## src/assert_macros.svh

```systemverilog
`ifndef ASSERT_MACROS_SVH
`define ASSERT_MACROS_SVH

// Same-cycle implication, checked outside reset.
`define AST_IMPL(lbl, ck, rn, ante, cons) \
  lbl: assert property (@(posedge ck) disable iff (!rn) (ante) |-> (cons)) \
    else $error("assertion failed");

// Next-cycle implication, checked outside reset.
`define AST_NEXT(lbl, ck, rn, ante, cons) \
  lbl: assert property (@(posedge ck) disable iff (!rn) (ante) |=> (cons)) \
    else $error("assertion failed");

`endif

```

## src/tokwf_pkg.sv

```systemverilog
`timescale 1ns / 1ps

package tokwf_pkg;

  localparam int LEN_W = 7;

  localparam logic [1:0] CLS_ALPHA    = 2'd0;
  localparam logic [1:0] CLS_PRINT    = 2'd1;
  localparam logic [1:0] CLS_NONSPACE = 2'd2;

  localparam logic [LEN_W-1:0] MAX_KEEP_RESET = 7'd59;

  typedef enum logic [2:0] {
    REG_START_CLASS,
    REG_CONTINUE_CLASS,
    REG_KEEP_CASE,
    REG_MAX_KEEP_LENGTH,
    REG_STRIP_TRAILING,
    REG_DROP_NON_ALPHA,
    REG_DIGIT_LIMIT
  } reg_idx_t;

  typedef struct packed {
    logic [1:0]       start_class;
    logic [1:0]       continue_class;
    logic             keep_case;
    logic [LEN_W-1:0] max_keep_length;
    logic             strip_trailing;
    logic             drop_non_alpha;
    logic [LEN_W-1:0] digit_limit;
  } cfg_t;

  // One classified byte: close the open word, open a new one, or append.
  typedef struct packed {
    logic       do_close;
    logic       do_open;
    logic       do_append;
    logic [7:0] ch;
  } cmd_t;

  function automatic logic is_alpha(input logic [7:0] b);
    return (b >= 8'h41 && b <= 8'h5A) || (b >= 8'h61 && b <= 8'h7A);
  endfunction

  function automatic logic is_digit(input logic [7:0] b);
    return b >= 8'h30 && b <= 8'h39;
  endfunction

  function automatic logic in_class(input logic [1:0] cls, input logic [7:0] b);
    logic r;
    case (cls)
      CLS_ALPHA:    r = is_alpha(b);
      CLS_PRINT:    r = b >= 8'h21 && b <= 8'h7E;
      CLS_NONSPACE: r = !(b == 8'h20 || (b >= 8'h09 && b <= 8'h0D));
      default:      r = 1'b0;
    endcase
    return r;
  endfunction

  function automatic logic [7:0] fold(input logic [7:0] b, input logic keep_case);
    logic [7:0] r;
    r = b;
    if (!keep_case && b >= 8'h41 && b <= 8'h5A) r = b + 8'h20;
    return r;
  endfunction

endpackage

```

## src/tokwf_ifs.sv

```systemverilog
`timescale 1ns / 1ps

interface tokwf_in_if;
  logic       valid;
  logic       ready;
  logic [7:0] in_byte;

  modport source (output valid, output in_byte, input ready);
  modport sink (input valid, input in_byte, output ready);
endinterface

interface tokwf_out_if;
  logic       valid;
  logic       ready;
  logic [7:0] token_char;
  logic [6:0] token_length;
  logic       last_char;
  logic       overflow;

  modport source (output valid, output token_char, output token_length,
                  output last_char, output overflow, input ready);
  modport sink (input valid, input token_char, input token_length,
                input last_char, input overflow, output ready);
endinterface

```

## src/tokwf_front.sv

```systemverilog
`timescale 1ns / 1ps

module tokwf_front (
  input  logic             clk,
  input  logic             rst_n,
  tokwf_in_if.sink         in_tok,
  input  tokwf_pkg::cfg_t  cfg,
  output logic             q_push,
  output tokwf_pkg::cmd_t  q_cmd,
  input  logic             q_ready
);

  logic inside_r, inside_nxt;
  logic acc, cont, start;
  tokwf_pkg::cmd_t cmd;

  assign in_tok.ready = q_ready;
  assign acc = in_tok.valid && q_ready;
  assign cont = tokwf_pkg::in_class(cfg.continue_class, in_tok.in_byte);
  assign start = tokwf_pkg::in_class(cfg.start_class, in_tok.in_byte);

  always_comb begin
    cmd = '0;
    cmd.ch = tokwf_pkg::fold(in_tok.in_byte, cfg.keep_case);
    inside_nxt = inside_r;
    if (in_tok.in_byte == 8'h00) begin
      cmd.do_close = inside_r;
      inside_nxt = 1'b0;
    end else if (inside_r && cont) begin
      cmd.do_append = 1'b1;
    end else begin
      // the terminating byte may itself open the next word
      cmd.do_close = inside_r;
      cmd.do_open = start;
      inside_nxt = start;
    end
  end

  assign q_cmd = cmd;
  assign q_push = in_tok.valid && (cmd.do_close || cmd.do_open || cmd.do_append);

  always_ff @(posedge clk) begin
    if (!rst_n) begin
      inside_r <= 1'b0;
    end else if (acc) begin
      inside_r <= inside_nxt;
    end
  end

endmodule

```

## src/tokwf_queue.sv

```systemverilog
`timescale 1ns / 1ps
`include "assert_macros.svh"

module tokwf_queue (
  input  logic            clk,
  input  logic            rst_n,
  input  logic            push,
  input  tokwf_pkg::cmd_t push_cmd,
  output logic            ready,
  input  logic            pop,
  output logic            head_valid,
  output tokwf_pkg::cmd_t head
);

  tokwf_pkg::cmd_t ent_r [2];
  logic       wp_r, rp_r;
  logic [1:0] cnt_r;
  logic       do_push, do_pop;

  assign ready = cnt_r != 2'd2;
  assign head_valid = cnt_r != 2'd0;
  assign head = ent_r[rp_r];
  assign do_push = push && ready;
  assign do_pop = pop && head_valid;

  always_ff @(posedge clk) begin
    if (do_push) ent_r[wp_r] <= push_cmd;
  end

  always_ff @(posedge clk) begin
    if (!rst_n) begin
      wp_r  <= 1'b0;
      rp_r  <= 1'b0;
      cnt_r <= 2'd0;
    end else begin
      if (do_push) wp_r <= ~wp_r;
      if (do_pop) rp_r <= ~rp_r;
      cnt_r <= cnt_r + {1'b0, do_push} - {1'b0, do_pop};
    end
  end

  `AST_IMPL(q_pop_has_entry, clk, rst_n, pop, head_valid)

endmodule

```

## src/tokwf_back.sv

```systemverilog
`timescale 1ns / 1ps
`include "assert_macros.svh"

module tokwf_back #(
  parameter int MAX_WORD = 64
) (
  input  logic            clk,
  input  logic            rst_n,
  input  tokwf_pkg::cfg_t cfg,
  input  logic            head_valid,
  input  tokwf_pkg::cmd_t head,
  output logic            pop,
  tokwf_out_if.source     out_tok
);

  localparam int AW = $clog2(MAX_WORD);
  localparam int CW = $clog2(MAX_WORD + 1);
  localparam int LW = tokwf_pkg::LEN_W;

  typedef enum logic {ST_IDLE, ST_EMIT} state_t;

  state_t state_r, state_nxt;

  // word statistics, kept up to date as bytes arrive
  logic [CW-1:0] cnt_r, cnt_nxt;
  logic          ovf_r, ovf_nxt;
  logic [CW-1:0] slen_r, slen_nxt;       // length up to the last letter
  logic          na_any_r, na_any_nxt;
  logic          na_strip_r, na_strip_nxt;
  logic [CW-1:0] dig_r, dig_nxt;
  logic [CW-1:0] dig_strip_r, dig_strip_nxt;

  logic [CW-1:0] idx_r, idx_nxt;
  logic [CW-1:0] len_r, len_nxt;

  logic          out_valid_r, out_valid_nxt;
  logic [7:0]    out_char_r, out_char_nxt;
  logic [LW-1:0] out_len_r, out_len_nxt;
  logic          out_last_r, out_last_nxt;
  logic          out_ovf_r, out_ovf_nxt;

  logic [7:0]    mem [MAX_WORD];
  logic [7:0]    mem_q;
  logic          we;
  logic [AW-1:0] wr_addr;

  logic          slot_free, keep, last;
  logic [CW-1:0] klen, kdig;
  logic          kna, clear, room;
  logic [CW-1:0] b_cnt, b_dig;
  logic          b_na_any;

  assign slot_free = !out_valid_r || out_tok.ready;
  assign klen = cfg.strip_trailing ? slen_r : cnt_r;
  assign kdig = cfg.strip_trailing ? dig_strip_r : dig_r;
  assign kna  = cfg.strip_trailing ? na_strip_r : na_any_r;
  assign keep = !ovf_r
             && (cfg.max_keep_length == '0 || LW'(cnt_r) <= cfg.max_keep_length)
             && (!cfg.strip_trailing || slen_r != '0)
             && (!cfg.drop_non_alpha || !kna)
             && (cfg.digit_limit == '0 || LW'(kdig) <= cfg.digit_limit)
             && klen >= CW'(2);
  assign last = idx_r == len_r - CW'(1);

  // sequencing: emit kept words and overflow tokens, retire each command
  always_comb begin
    state_nxt = state_r;
    idx_nxt = idx_r;
    len_nxt = len_r;
    pop = 1'b0;
    out_valid_nxt = out_valid_r && !out_tok.ready;
    out_char_nxt = out_char_r;
    out_len_nxt = out_len_r;
    out_last_nxt = out_last_r;
    out_ovf_nxt = out_ovf_r;
    unique case (state_r)
      ST_IDLE: begin
        if (head_valid) begin
          if (head.do_close && ovf_r) begin
            if (slot_free) begin
              out_valid_nxt = 1'b1;
              out_char_nxt = 8'h00;
              out_len_nxt = '0;
              out_last_nxt = 1'b1;
              out_ovf_nxt = 1'b1;
              pop = 1'b1;
            end
          end else if (head.do_close && keep) begin
            state_nxt = ST_EMIT;
            idx_nxt = '0;
            len_nxt = klen;
          end else begin
            pop = 1'b1;
          end
        end
      end
      ST_EMIT: begin
        if (slot_free) begin
          out_valid_nxt = 1'b1;
          out_char_nxt = mem_q;
          out_len_nxt = LW'(len_r);
          out_last_nxt = last;
          out_ovf_nxt = 1'b0;
          idx_nxt = idx_r + CW'(1);
          if (last) begin
            pop = 1'b1;
            state_nxt = ST_IDLE;
          end
        end
      end
      default: state_nxt = ST_IDLE;
    endcase
  end

  // apply the retired command to the word state
  always_comb begin
    clear = head.do_close || head.do_open;
    room = cnt_r < CW'(MAX_WORD);
    b_cnt = clear ? '0 : cnt_r;
    b_dig = clear ? '0 : dig_r;
    b_na_any = clear ? 1'b0 : na_any_r;
    we = pop && (head.do_open || (head.do_append && room));
    wr_addr = head.do_open ? '0 : cnt_r[AW-1:0];
    cnt_nxt = cnt_r;
    ovf_nxt = ovf_r;
    slen_nxt = slen_r;
    na_any_nxt = na_any_r;
    na_strip_nxt = na_strip_r;
    dig_nxt = dig_r;
    dig_strip_nxt = dig_strip_r;
    if (pop) begin
      if (clear) begin
        cnt_nxt = '0;
        ovf_nxt = 1'b0;
        slen_nxt = '0;
        na_any_nxt = 1'b0;
        na_strip_nxt = 1'b0;
        dig_nxt = '0;
        dig_strip_nxt = '0;
      end
      if (head.do_append && !room) ovf_nxt = 1'b1;
      if (we) begin
        cnt_nxt = b_cnt + CW'(1);
        if (tokwf_pkg::is_alpha(head.ch)) begin
          slen_nxt = b_cnt + CW'(1);
          na_strip_nxt = b_na_any;
          dig_strip_nxt = b_dig;
        end else begin
          na_any_nxt = 1'b1;
        end
        if (tokwf_pkg::is_digit(head.ch)) dig_nxt = b_dig + CW'(1);
      end
    end
  end

  always_ff @(posedge clk) begin
    if (we) mem[wr_addr] <= head.ch;
    mem_q <= mem[idx_nxt[AW-1:0]];
  end

  always_ff @(posedge clk) begin
    if (!rst_n) begin
      state_r     <= ST_IDLE;
      cnt_r       <= '0;
      ovf_r       <= 1'b0;
      slen_r      <= '0;
      na_any_r    <= 1'b0;
      na_strip_r  <= 1'b0;
      dig_r       <= '0;
      dig_strip_r <= '0;
      out_valid_r <= 1'b0;
    end else begin
      state_r     <= state_nxt;
      cnt_r       <= cnt_nxt;
      ovf_r       <= ovf_nxt;
      slen_r      <= slen_nxt;
      na_any_r    <= na_any_nxt;
      na_strip_r  <= na_strip_nxt;
      dig_r       <= dig_nxt;
      dig_strip_r <= dig_strip_nxt;
      out_valid_r <= out_valid_nxt;
    end
    idx_r      <= idx_nxt;
    len_r      <= len_nxt;
    out_char_r <= out_char_nxt;
    out_len_r  <= out_len_nxt;
    out_last_r <= out_last_nxt;
    out_ovf_r  <= out_ovf_nxt;
  end

  assign out_tok.valid = out_valid_r;
  assign out_tok.token_char = out_char_r;
  assign out_tok.token_length = out_len_r;
  assign out_tok.last_char = out_last_r;
  assign out_tok.overflow = out_ovf_r;

  `AST_IMPL(bk_cnt_range, clk, rst_n, 1'b1, cnt_r <= CW'(MAX_WORD))
  `AST_IMPL(bk_ovf_full, clk, rst_n, ovf_r, cnt_r == CW'(MAX_WORD))
  `AST_IMPL(bk_emit_idx, clk, rst_n, state_r == ST_EMIT, idx_r < len_r)
  `AST_IMPL(bk_ovf_shape, clk, rst_n, out_valid_r && out_ovf_r,
            out_last_r && out_char_r == 8'h00)

endmodule

```

## src/text_tokenizer_word_filter.sv

```systemverilog
`timescale 1ns / 1ps
// Word tokenizer with filtering.
// in_tok carries one byte per transaction; byte 0 ends the document and
// closes any open word. out_tok carries one transaction per byte of a kept
// word (last_char on the final byte), or a single overflow transaction for
// a word longer than MAX_WORD bytes. The cfg_ port writes the registers
// (start/continue class, case, length, strip, non-alpha, digit limits) at
// any edge with cfg_we high; write only while the block is idle.
// A front classifier takes one byte per cycle, while the queue has room,
// into a two-entry command queue; the back end stores bytes into a word
// buffer at one per cycle while it is not emitting a word. When a kept
// word closes, the back end reads the buffer one byte per cycle while
// out_tok accepts; each byte passes the buffer read register and then
// the output register.
// A stalled out_tok holds its output register; the queue then fills and
// in_tok.ready drops. Reset clears the word state and loads register
// defaults (max_keep_length 59, all others 0); no clearing pass is needed.
module text_tokenizer_word_filter #(
  parameter int MAX_WORD = 64
) (
  input  logic        clk,
  input  logic        rst_n,
  tokwf_in_if.sink    in_tok,
  tokwf_out_if.source out_tok,
  input  logic        cfg_we,
  input  logic [2:0]  cfg_index,
  input  logic [6:0]  cfg_wdata
);

  tokwf_pkg::cfg_t cfg_r;
  tokwf_pkg::cmd_t q_cmd, head;
  logic q_push, q_ready, pop, head_valid;

  always_ff @(posedge clk) begin
    if (!rst_n) begin
      cfg_r <= '{start_class: 2'd0, continue_class: 2'd0, keep_case: 1'b0,
                 max_keep_length: tokwf_pkg::MAX_KEEP_RESET, strip_trailing: 1'b0,
                 drop_non_alpha: 1'b0, digit_limit: 7'd0};
    end else if (cfg_we) begin
      unique case (tokwf_pkg::reg_idx_t'(cfg_index))
        tokwf_pkg::REG_START_CLASS:     cfg_r.start_class <= cfg_wdata[1:0];
        tokwf_pkg::REG_CONTINUE_CLASS:  cfg_r.continue_class <= cfg_wdata[1:0];
        tokwf_pkg::REG_KEEP_CASE:       cfg_r.keep_case <= cfg_wdata[0];
        tokwf_pkg::REG_MAX_KEEP_LENGTH: cfg_r.max_keep_length <= cfg_wdata;
        tokwf_pkg::REG_STRIP_TRAILING:  cfg_r.strip_trailing <= cfg_wdata[0];
        tokwf_pkg::REG_DROP_NON_ALPHA:  cfg_r.drop_non_alpha <= cfg_wdata[0];
        tokwf_pkg::REG_DIGIT_LIMIT:     cfg_r.digit_limit <= cfg_wdata;
        default: ;
      endcase
    end
  end

  tokwf_front u_front (
    .clk     (clk),
    .rst_n   (rst_n),
    .in_tok  (in_tok),
    .cfg     (cfg_r),
    .q_push  (q_push),
    .q_cmd   (q_cmd),
    .q_ready (q_ready)
  );

  tokwf_queue u_queue (
    .clk        (clk),
    .rst_n      (rst_n),
    .push       (q_push),
    .push_cmd   (q_cmd),
    .ready      (q_ready),
    .pop        (pop),
    .head_valid (head_valid),
    .head       (head)
  );

  tokwf_back #(
    .MAX_WORD (MAX_WORD)
  ) u_back (
    .clk        (clk),
    .rst_n      (rst_n),
    .cfg        (cfg_r),
    .head_valid (head_valid),
    .head       (head),
    .pop        (pop),
    .out_tok    (out_tok)
  );

endmodule
```

## src/flat_wrapper.sv

```systemverilog
// flat-port wrapper written by rule: the top's interface ports become plain ports
module text_tokenizer_word_filter_flat 
#(
  parameter int MAX_WORD = 64
)
  (clk, rst_n, cfg_we, cfg_index, cfg_wdata, in_tok_valid, in_tok_in_byte, in_tok_ready, out_tok_valid, out_tok_token_char, out_tok_token_length, out_tok_last_char, out_tok_overflow, out_tok_ready);
  tokwf_in_if in_tok_i ();
  tokwf_out_if out_tok_i ();
  input  logic clk;
  input  logic rst_n;
  input  logic cfg_we;
  input  logic [2:0] cfg_index;
  input  logic [6:0] cfg_wdata;
  input wire logic [$bits(in_tok_i.valid)-1:0] in_tok_valid;
  input wire logic [$bits(in_tok_i.in_byte)-1:0] in_tok_in_byte;
  output wire logic [$bits(in_tok_i.ready)-1:0] in_tok_ready;
  output wire logic [$bits(out_tok_i.valid)-1:0] out_tok_valid;
  output wire logic [$bits(out_tok_i.token_char)-1:0] out_tok_token_char;
  output wire logic [$bits(out_tok_i.token_length)-1:0] out_tok_token_length;
  output wire logic [$bits(out_tok_i.last_char)-1:0] out_tok_last_char;
  output wire logic [$bits(out_tok_i.overflow)-1:0] out_tok_overflow;
  input wire logic [$bits(out_tok_i.ready)-1:0] out_tok_ready;
  assign in_tok_i.valid = in_tok_valid;
  assign in_tok_i.in_byte = in_tok_in_byte;
  assign in_tok_ready = in_tok_i.ready;
  assign out_tok_valid = out_tok_i.valid;
  assign out_tok_token_char = out_tok_i.token_char;
  assign out_tok_token_length = out_tok_i.token_length;
  assign out_tok_last_char = out_tok_i.last_char;
  assign out_tok_overflow = out_tok_i.overflow;
  assign out_tok_i.ready = out_tok_ready;
  text_tokenizer_word_filter #(.MAX_WORD(MAX_WORD)) u_core (.clk(clk), .rst_n(rst_n), .in_tok(in_tok_i), .out_tok(out_tok_i), .cfg_we(cfg_we), .cfg_index(cfg_index), .cfg_wdata(cfg_wdata));
endmodule
```

## config.mk

```make
export PLATFORM = sky130hd
export DESIGN_NAME = text_tokenizer_word_filter_flat
export DESIGN_NICKNAME = d
export VERILOG_FILES = /design/src/tokwf_pkg.sv /design/src/tokwf_ifs.sv /design/src/tokwf_front.sv /design/src/tokwf_queue.sv /design/src/tokwf_back.sv /design/src/text_tokenizer_word_filter.sv /design/src/flat_wrapper.sv
export VERILOG_INCLUDE_DIRS = /design/src /design/src/src
export SDC_FILE = /design/constraint.sdc
export NUM_CORES = 1
export LEC_CHECK = 0
export ABC_AREA = 1
export BUFFER_PORTS_ARGS = -buffer_cell sky130_fd_sc_hd__buf_2
export CORE_UTILIZATION = 40
export DETAILED_ROUTE_END_ITERATION = 8
export HOLD_SLACK_MARGIN = 0.02
export MAX_ROUTING_LAYER = met4
export PLACE_DENSITY = 0.62
export SETUP_SLACK_MARGIN = 0.4
export SLEW_MARGIN = 20
export SYNTH_ARGS = -nofsm -noshare
export SYNTH_HDL_FRONTEND = slang
export SYNTH_SLANG_ARGS = --single-unit
```

## constraint.sdc

```tcl
create_clock -name clk -period 5.1 [get_ports clk]
set_clock_uncertainty 0.1 [all_clocks]
set_input_delay 0.765 -clock clk [delete_from_list [all_inputs] [get_ports clk]]
set_output_delay 0.765 -clock clk [all_outputs]
set_load 0.05 [all_outputs]
```

==> flow_summary.yaml <==
detailed_routing:
  drt_pass1_iterations: 5
  avgViaCountPerCell: 5.015
  wirelength_mm: 71.62
  antenna_left: 0
  drt-initial-drc-count: 1876
  wl_per_cell_microns: 17.98
  vias: 19971
  drc: 0
worst_setup_path:
  cp.arrival_ns: 4.27
  worst_setup_path_end_kind: "flop"
  path_max_fanout: 16
  critPathKind: "flop to flop"
  cp-start-kind: "flop"
  rr_worst_depth: 15
  cp.required_ns: 5.23
power:
  p_per_area_mw_per_mm2: 450.7
  finalPower_mw: 14.49
  p_leak_nw: 13.16
  ir_drop_mv: 0.3025
layout:
  seqCellArea_sq_mm: 0.01827
  multi_input_area_sq_mm: 0.007914
  fillCellCount: 6819
  diodes: 0
  stdcell_count: 3982
  drive_gt1_share_pct: 7.025
  syn2layout_area_growth_pct: 11.01
  nets: 3026
die:
  ios: 42
  die_h_microns: 271.1
  rows: 98
  fp.dieW_microns: 271.1
  die-area_sq_mm: 0.07348
  start_util_pct: 40.44
  core_sq_mm: 0.07161
logic_synthesis:
  netlist_area_sq_mm: 0.02896
  yosysTopAreaCellShare_pct: 57.96
  netlist_instances: 2960
  synth_largest_area_cell: "edfxtp_1"
  yosys_warnings: 0
  synth.top_cells.by_area: "edfxtp_1 58%, nand3_1 10%, nand2_1 7.5%"
  avgSynthCellArea_sq_um: 9.784
  yosys_register_bits: 633
  yosysUniqueCellTypes: 50
  syn_nets: 3005
  yosysSeqAreaShare_pct: 63.08
sta:
  timing.fmax_mhz: 241.8
  rsz0062_at_grt: "no"
  setup_ws_ns: 0.9636
  worstMarginPinSlew_ns: 0.9948
  setup_viol: 0
  period_minus_slack_ns: 4.136
  relSlewSlack_pct: 33.44
  hold_viol_final: 0
  drv_slew: 0
  totalNegativeSetupSlack_ns: 0
  post-route-period-util_pct: 81.11
  fin_hold_ws_ns: 0.3131
placed_design:
  dp_cells: 3861
  gp_congestion: 0.8442
  dp_hpwl_mm: 42.19
  numPortBuffers: 41
  dp_slack_ns: 0.9780
grt:
  met3_usage_pct: 2.938
  grt_use_met2_pct: 31.96
  grt_pass1_vias: 19266
  use_met1_pct: 27.07
  grt_pass1_wl_mm: 112.0
  groute.usage.overall_pct: 20.27
  top_usage_layer: "met2"
  grt_max_degree: 129
  grt-ovfl-total: 0
  antenna_found_initial: 0
clocking:
  cts_sinks: 633
  cts_max_level: 3
  hold_buffers: 0
  postCtsSetupRepairBufs: 0
  root_buffer: "clkbuf_16"
  clk_pin_slew_ns: 0.06
  ctsResizeCount: 0
  cts_buffer_depth: 3
  cts_buffers: 68
  cts_tree: "built"
  clk_latency_ns: 0.60
outcome:
  outcome: "completed"
worst_hold_path:
  whs_path_depth: 3
  hp-class: "input pin to flop"
run:
  cap_violations: 0
## power breakdown
group          total [mW]  internal, mW  leakage, nW  switching [mW]
logic                4.03          1.12         6.54            2.90
registers            5.92          5.82         5.63           0.107
clock network        4.54          2.56        0.985            1.97
total                14.5          9.50         13.2            4.98
## cell usage in the layout (no fill, tap or decap), drive strengths merged, types with 3 or more instances in the layout
cell,count
nor3,15
nand3,589
nor2,167
clkinvlp,3
a21oi,37
o211ai,8
mux2i,3
nand3b,81
o21a,3
o21ai,73
clkinv,27
or2,8
ha,22
xor2,16
nand2,581
nand4,11
buf,87
dfxtp,74
inv,554
edfxtp,559
clkbuf,91
## state kept, by name, summed over array words and instances, names as in the netlist, 2 cells and up, named ones only
register and cells:
u_core.u_back.dig_strip_r 7, u_core.u_back.out_tok.token_length 7, u_core.u_queue.ent_r 22, u_core.u_back.idx_r 7, u_core.u_back.cnt_r 7, u_core.cfg_r 21, u_core.u_back.mem_q 8, u_core.u_back.dig_r 7
u_core.u_back.out_tok.token_char 8, u_core.u_back.slen_r 7, u_core.u_back.mem 512, u_core.u_back.len_r 7, u_core.u_queue.cnt_r 2
## cell families after synthesis
group | share of synthesized area, %
multiplexers | 0.1037
XOR/XNOR | 0.5443
flip-flops | 63.08
buffers and inverters | 9.768
AO/OA/AOI/OAI | 2.597
AND/OR/NAND/NOR | 22.96
adder cells (fa/ha/maj) | 0.9504
## path summary, 6_finish.rpt
check                       from                        to  slack (ns)
max reg2reg      u_core.cfg_r[8]  u_core.u_back.mem[36][5]        0.96
min reg2reg  u_core.u_queue.rp_r                      flop        0.35
min                 cfg_wdata[4]          u_core.cfg_r[13]        0.31
max              u_core.cfg_r[8]  u_core.u_back.mem[36][5]        0.96
## area by class of cell
type                    instances  area share, %
flip-flops and latches        633          56.82
inverters                     554          6.476
clock buffers                  91          5.791
clock inverters                30         0.4592
repair buffers                 87          2.140
multi-input cells            1637          24.62
well taps                     950          3.697
## through the flow
step | area, sq um | util, %
CTS | 32150 | 44.90
finish | 32150 | 44.90
global route | 32150 | 44.90
floorplan | 28960 | -
global placement | 30140 | 42.09
detailed placement | 30140 | 42.09
## routing by layer
metal  up-vias  wire [microns]
li1       9820               -
met1      9425           31470
met2       609           33670
met3       117            4440
met4         0            2035
met5         -               0
## synth_stat cells, drive strengths merged
| library cell | number |
|---|---|
| a211oi | 2 |
| a21boi | 1 |
| a21o | 2 |
| a21oi | 37 |
| a22o | 1 |
| a22oi | 1 |
| a31oi | 1 |
| and2 | 2 |
| and3 | 1 |
| and3b | 1 |
| buf | 100 |
| clkbuf | 36 |
| clkinv | 1 |
| dfxtp | 74 |
| edfxtp | 559 |
| ha | 22 |
| inv | 553 |
| mux2i | 3 |
| nand2 | 581 |
| nand3 | 589 |
| nand3b | 81 |
| nand4 | 11 |
| nor2 | 167 |
| nor3 | 15 |
| nor4 | 2 |
| o2111ai | 1 |
| o211ai | 8 |
| o21a | 3 |
| o21ai | 73 |
| o221ai | 1 |
| o22ai | 1 |
| o311ai | 2 |
| o32ai | 1 |
| o41ai | 1 |
| or2 | 8 |
| xnor2 | 2 |
| xor2 | 16 |
## critical path: stages (launching register included)
cell,delay [ns]
dfxtp_1,0.49
buf_4,0.26
o21ai_0,0.12
ha_1,0.31
nand2_1,0.09
nor2_1,0.12
nand2_1,0.07
nand2_1,0.06
nand2_1,0.11
nand3_1,0.13
o311ai_1,0.09
nand2_1,0.14
inv_2,0.12
nor2_4,0.16
nand3_1,0.57
nor2_1,0.81
Power figures use the tool's default switching activity.
